**src/design/imlh_pkg.sv**
```systemverilog
// Shared constants, codes and control types of the map lookup block.
package imlh_pkg;

   localparam int MAX_AXIS_POINTS_DEF = 16;
   localparam int NUM_MAPS_DEF        = 4;
   localparam int HISTORY_CELLS_DEF   = 14;
   localparam int TAP_LIMIT_DEF       = 12;

   localparam int FRAC_BITS   = 16;
   localparam int FETCH_CELLS = 4;

   localparam logic [30:0] CLAMP_HIGH_RESET   = 31'd5505024;
   localparam logic        COUNTER_MODE_RESET = 1'b1;
   localparam logic [30:0] DEAD_SCALE_RESET   = 31'd131072;
   localparam logic [31:0] DEAD_OFFSET_RESET  = 32'd131072;

   typedef enum logic [1:0] {
      CSR_CLAMP_HIGH   = 2'd0,
      CSR_COUNTER_MODE = 2'd1,
      CSR_DEAD_SCALE   = 2'd2,
      CSR_DEAD_OFFSET  = 2'd3
   } csr_index_type;

   typedef enum logic [2:0] {
      KIND_X_POINT = 3'd0,
      KIND_Y_POINT = 3'd1,
      KIND_CELL    = 3'd2,
      KIND_X_COUNT = 3'd3,
      KIND_Y_COUNT = 3'd4,
      KIND_SCALE   = 3'd5,
      KIND_OFFSET  = 3'd6
   } load_kind_type;

   typedef struct packed {
      logic capture;
      logic load_wr;
      logic setup;
      logic scan_init;
      logic scan_run;
      logic axis;
      logic decide;
      logic div_run;
      logic row_base;
      logic fetch_run;
      logic blend_r0;
      logic blend_r1;
      logic col_blend;
      logic scale;
      logic finish;
      logic commit;
   } imlh_cmd_type;

   typedef struct packed {
      logic scan_done;
      logic div_done;
      logic fetch_done;
   } imlh_status_type;

endpackage

```
**src/design/imlh_ctrl.sv**
```systemverilog
// Sequencer that steps the datapath through load and lookup items.
module imlh_ctrl (
   input  logic                      clock,
   input  logic                      reset,
   input  logic                      start,
   input  logic                      req_mode,
   input  imlh_pkg::imlh_status_type status,
   output imlh_pkg::imlh_cmd_type    cmd,
   output logic                      busy
);

   typedef enum logic [4:0] {
      ST_IDLE, ST_LOAD, ST_SETUP, ST_SCAN_X, ST_DEC_X, ST_DIV_X, ST_INIT_Y,
      ST_SCAN_Y, ST_DEC_Y, ST_DIV_Y, ST_ROW_BASE, ST_FETCH, ST_BLEND0,
      ST_BLEND1, ST_COL_BLEND, ST_SCALE, ST_FINISH, ST_COMMIT
   } state_type;

   state_type state_ff, state_in;

   always_comb begin
      state_in = state_ff;
      cmd      = '0;
      case (state_ff)
         ST_IDLE: begin
            if (start) begin
               cmd.capture = 1'b1;
               state_in    = req_mode ? ST_SETUP : ST_LOAD;
            end
         end
         ST_LOAD: begin
            cmd.load_wr = 1'b1;
            state_in    = ST_IDLE;
         end
         ST_SETUP: begin
            cmd.setup     = 1'b1;
            cmd.scan_init = 1'b1;
            state_in      = ST_SCAN_X;
         end
         ST_SCAN_X: begin
            cmd.scan_run = 1'b1;
            if (status.scan_done) begin
               state_in = ST_DEC_X;
            end
         end
         ST_DEC_X: begin
            cmd.decide = 1'b1;
            state_in   = ST_DIV_X;
         end
         ST_DIV_X: begin
            cmd.div_run = 1'b1;
            if (status.div_done) begin
               state_in = ST_INIT_Y;
            end
         end
         ST_INIT_Y: begin
            cmd.scan_init = 1'b1;
            state_in      = ST_SCAN_Y;
         end
         ST_SCAN_Y: begin
            cmd.axis     = 1'b1;
            cmd.scan_run = 1'b1;
            if (status.scan_done) begin
               state_in = ST_DEC_Y;
            end
         end
         ST_DEC_Y: begin
            cmd.axis   = 1'b1;
            cmd.decide = 1'b1;
            state_in   = ST_DIV_Y;
         end
         ST_DIV_Y: begin
            cmd.axis    = 1'b1;
            cmd.div_run = 1'b1;
            if (status.div_done) begin
               state_in = ST_ROW_BASE;
            end
         end
         ST_ROW_BASE: begin
            cmd.row_base = 1'b1;
            state_in     = ST_FETCH;
         end
         ST_FETCH: begin
            cmd.fetch_run = 1'b1;
            if (status.fetch_done) begin
               state_in = ST_BLEND0;
            end
         end
         ST_BLEND0: begin
            cmd.blend_r0 = 1'b1;
            state_in     = ST_BLEND1;
         end
         ST_BLEND1: begin
            cmd.blend_r1 = 1'b1;
            state_in     = ST_COL_BLEND;
         end
         ST_COL_BLEND: begin
            cmd.col_blend = 1'b1;
            state_in      = ST_SCALE;
         end
         ST_SCALE: begin
            cmd.scale = 1'b1;
            state_in  = ST_FINISH;
         end
         ST_FINISH: begin
            cmd.finish = 1'b1;
            state_in   = ST_COMMIT;
         end
         ST_COMMIT: begin
            cmd.commit = 1'b1;
            state_in   = ST_IDLE;
         end
         default: begin
            state_in = ST_IDLE;
         end
      endcase
   end

   always_ff @(posedge clock) begin
      if (reset) begin
         state_ff <= ST_IDLE;
      end else begin
         state_ff <= state_in;
      end
   end

   assign busy = (state_ff != ST_IDLE);

endmodule

```
**config.mk**
```make
export PLATFORM = sky130hd
export DESIGN_NAME = imlh_ctrl
export DESIGN_NICKNAME = d
export VERILOG_FILES = /design/src/design/imlh_pkg.sv /design/src/design/imlh_ctrl.sv
export SDC_FILE = /design/constraint.sdc
export NUM_CORES = 1
export LEC_CHECK = 0
export BUFFER_PORTS_ARGS = -buffer_cell sky130_fd_sc_hd__buf_2
export CAP_MARGIN = 20
export CORE_AREA = 2 2 39 41
export DETAILED_ROUTE_END_ITERATION = 8
export DIE_AREA = 0 0 41 43
export PLACE_DENSITY_LB_ADDON = 0.15
export SLEW_MARGIN = 25
export SYNTH_ARGS = -nofsm -noshare
export SYNTH_HDL_FRONTEND = slang
export SYNTH_SLANG_ARGS = --single-unit
```
**constraint.sdc**
```tcl
create_clock -name clock -period 2.1 [get_ports clock]
set_input_delay 0.525 -clock clock [delete_from_list [all_inputs] [get_ports clock]]
set_output_delay 0.525 -clock clock [all_outputs]
set_load 0.02 [all_outputs]
```
# Word-level counts from Yosys, hierarchy flattened
# Index checks and enable logic that the tools add are counted.
[word_totals]
reg_bits = 5
input_bits = 7
out_inout_bits = 17
wordCells = 57
[classes]
eq_ne = 23
n_mux = 25
reduce_logical = 8
[ops]
columns = ["op", "count"]
rows = [
  ["5-bit case mux with 16 select lines", 1],
  ["5-bit by 4-bit == test with 1-bit output (second input constant)", 8],
  ["5-bit two-way mux", 6],
  ["5-bit by 3-bit == test with 1-bit output (second input constant)", 4],
  ["1-bit two-way mux", 17],
  ["2-bit inequality test (second input constant)", 6],
  ["5-bit by 2-bit == test with 1-bit output (second input constant)", 2],
  ["5-bit == test (second input constant)", 2],
  ["2-bit OR reduction", 4],
  ["6-bit AND reduction", 1],
  ["5-bit by 1-bit == test with 1-bit output (second input constant)", 1],
  ["5-bit logical NOT", 1],
  ["5-bit nonzero test", 1],
  ["3-bit OR reduction", 1],
  ["2-bit two-way mux", 1],
]

# Logic depth before layout (Yosys ltp)
[depth]
word_depth = 3
ltp_mapped = 5
mapped_depth_nobuf = 4

# Worst setup path before layout
# Ideal clock, no wire load.
[synth_path]
path_kind = "register -> output"
start = "reg state_ff[0]"
end = "out cmd[13] in the netlist's numbering"
arrival_ns = 1.301
required_time_ns = 1.575
path_slack_ns = 0.274
stages_incl_launch_ff = 5
path_buffers = 1
cell_sequence = "dfxtp_1 dlygate4sd1_1 nor2_1 nand2_1 nor3_1"
[synth_lines]
columns = ["element", "line", "source"]
rows = [
  ["start: declaration", "imlh_ctrl.sv:18", "state_type state_ff, state_in;"],
  ["start signal: assignment", "imlh_ctrl.sv:122", "state_ff <= state_in;"],
  ["end: declaration", "imlh_ctrl.sv:8", "output imlh_pkg::imlh_cmd_type cmd,"],
]

==> impl_metrics.ini <==
[setup_path]
critPathArrivalTime_ns = 1.48
timing.rr.end = state_ff[3]
crit_type = reg2out
cp-end-kind = output pin
reg2reg_slack_ns = 0.34
cp_max_fo = 14
timing.rr.start = state_ff[1]
rr_worst_depth = 5
cp-start-kind = flop
worstPathRequired_ns = 1.57
worstSetupStartpoint = state_ff[1]

[logic_synthesis]
ys_async_sr_fraction_pct = 0
netlist_instances = 66
ys_ff_latch = 5
syn_avg_cell_area_um2 = 8.11
synth_area_um2 = 536
yosysWarnings = 0
ys_seq_area_share_pct = 18.7
synth.distinct_cells = 33
ys.flop_type = dfxtp_1
synth_nets = 73
synth-edff-count = 0

[grt]
use_met1_pct = 21.6
grt.busiest_layer = met2
grt_overflow = 0
grt_pass1_wl_mm = 2.05
antenna_found_initial = 0
met3_usage_pct = 2.09
grt_max_degree = 15
grt.total_usage_pct = 17.4
first_global_vias = 485
use_met2_pct = 26.3

[hold_path]
hold_end = state_ff[3]
min-delay-start = reset
worstHoldPathCells = 2
hp-class = in2reg

[cells_and_area]
antenna-diode-count = 0
final_cell_count_no_fill = 108
largest_reg_flops = 5
fillers = 136
regMostFlops = state_ff
fin_nets = 100
drive_gt1_share_pct = 43.5
final_cell_area_um2 = 691
top_regs = state_ff x5
areaGrowthSynthToFinish_pct = 29.0

[clock_network]
cts_setup_buffers = 0
insertion_delay_ns = 0.23
cts_tree = done
tritoncts.num_buffers = 3
postCtsHoldBufs = 0
htreeDepth = 1
clockRootBuffer = clkbuf_4
cts_buffer_depth = 2
clk_pin_slew_worst_paths_ns = 0.04
clkSinkCount = 5

[power_and_ir_drop]
netSwitchingFraction_pct = 38.7
p_seq_share_pct = 30.4
pwr-share-comb_pct = 43.8
p_switching_mw = 0.158
peakVddDrop_v = 0.000296
p_leak_nw = 0.314
p_per_area_nw_per_um2 = 592
p_int_mw = 0.251
pwr-share-clk_pct = 25.8

[detailed_routing]
first_pass_iters = 4
vias_per_cell = 5.23
drc = 0
drt_iter0_drc = 6
ant_nets = 0
vias = 565
wl_per_cell_um = 12.7
routed_wl_mm = 1.37

[floorplanning]
die_area_um2 = 1760
fp-row-count = 14
io_pins = 24
core_area_um2 = 1380
die_w_um = 41
start_util_pct = 38.7
die_h_um = 43

[flow_run]
maxCapViolCount = 0

[timing]
worst_slew_margin_rel_pct = 66.5
worst_pin_slew_ns = 0.498
finalHoldViolCount = 0
whs_ns = 0.499
min_period_over_period_pct = 95.7
fin_skew_ns = 0.00131
fin_ws_ns = 0.0911
fmax_ghz = 0.498
period_needed_ns = 2.01
setup_tns_ns = 0
drv_slew = 0
rsz0062_at_grt = false
setup_violations = 0

[placed_design]
place_area_um2 = 662
gp_congestion = 0.733
placed_cells = 104
port_buffers = 23
dpl_worst_slack_ns = 0.294
dp_hpwl_mm = 1.09

[run_status]
outcome = finished, final reports clean
how the worst max path moves through the flow:
stage	endpoint	slack, ns	cells after the start
CTS	cmd[10]	0.03	4
detailed placement	state_ff[2]	0.29	4
global route	cmd[11]	0.01	4
global placement	state_ff[2]	0.28	4
finish	cmd[14]	0.09	3
floorplan	cmd[13]	0.27	4
Yosys cell counts (all sizes together), types with 2 or more instances:
cell type,count,share of area (%)
o41ai,3,6.3
clkbuf,2,1.4
nor2b,2,2.3
buf,2,4.2
nor2,13,9.1
a21oi,3,2.8
inv,3,2.1
nor3,5,5.6
o22a,2,3.3
dfxtp,5,19
nand2,4,2.8
o21a,2,2.8
or3,2,3.3
and3,2,2.3
cell families (layout without fill, tap and decap cells):
kind of cell | after synthesis | after routing | share of synthesized area, %
AO/OA/AOI/OAI | 15 | 15 | 26.4
flip-flops | 5 | 5 | 18.7
AND/OR/NAND/NOR | 37 | 37 | 40.4
buffers and inverters | 8 | 34 | 9.35
XOR/XNOR | 1 | 1 | 5.14
worst max-delay path: stages, from the launching register on:
cell and delay, ns:
dfxtp_1 0.43, or3b_4 0.46, nor3_1 0.16, buf_2 0.20
metal layers:
layer	wire [um]	share of wire [%]
met3	86	6.3
met2	684	50
met5	0	0
met4	15	1.1
met1	585	43
through the flow:
step	utilization (%)	power (mW)
final	49.9	0.409
after detailed placement	47.8	0.306
after global routing	49.9	0.444
after floorplan	-	0.256
after CTS	49.7	0.417
after global placement	47.8	0.302
repair_timing:
action	CTS	global route
hold endpoints to repair	0	0
setup endpoints to repair	0	1
gates resized for setup	0	2
cells in the final DEF, fill, tap and decap left out, drive strengths merged:
cell type	netlist	routed
o22a	2	2
or3	2	2
a211oi	1	1
inv	3	3
o311a	1	1
o41ai	3	3
nor4	1	1
clkbuf	2	4
or4b	1	1
o21a	2	2
nor3	5	5
a21oi	3	3
and3	2	2
nor2	13	13
nand2b	1	1
or2b	1	1
nand2	4	4
nand3b	1	1
nor2b	2	2
or3b	1	1
buf	2	27
xnor2	1	1
a31oi	1	1
nor3b	1	1
o311ai	1	1
dfxtp	5	5
o32ai	1	1
nand4bb	1	1
nand3	1	1
layout make-up:
| type | instances | area [um2] | area share, % |
|---|---|---|---|
| Tap cell | 16 | 20.0 | 2.90 |
| Clock buffer | 4 | 26.3 | 3.80 |
| Timing Repair Buffer | 27 | 145 | 21.0 |
| Sequential cell | 5 | 103 | 14.9 |
| Inverter | 3 | 11.3 | 1.63 |
| Multi-Input combinational cell | 53 | 385 | 55.8 |
power groups by stage:
stage / Combinational [mW] / Sequential [mW] / Clock [mW]
6_report: 0.179 / 0.125 / 0.106
5_1_grt: 0.197 / 0.127 / 0.120
4_1_cts: 0.180 / 0.124 / 0.113
3_5_place_dp: 0.180 / 0.126 / 0
3_3_place_gp: 0.178 / 0.124 / 0
2_1_floorplan: 0.144 / 0.112 / 0
No activity file was read; power rests on OpenSTA's default activity.
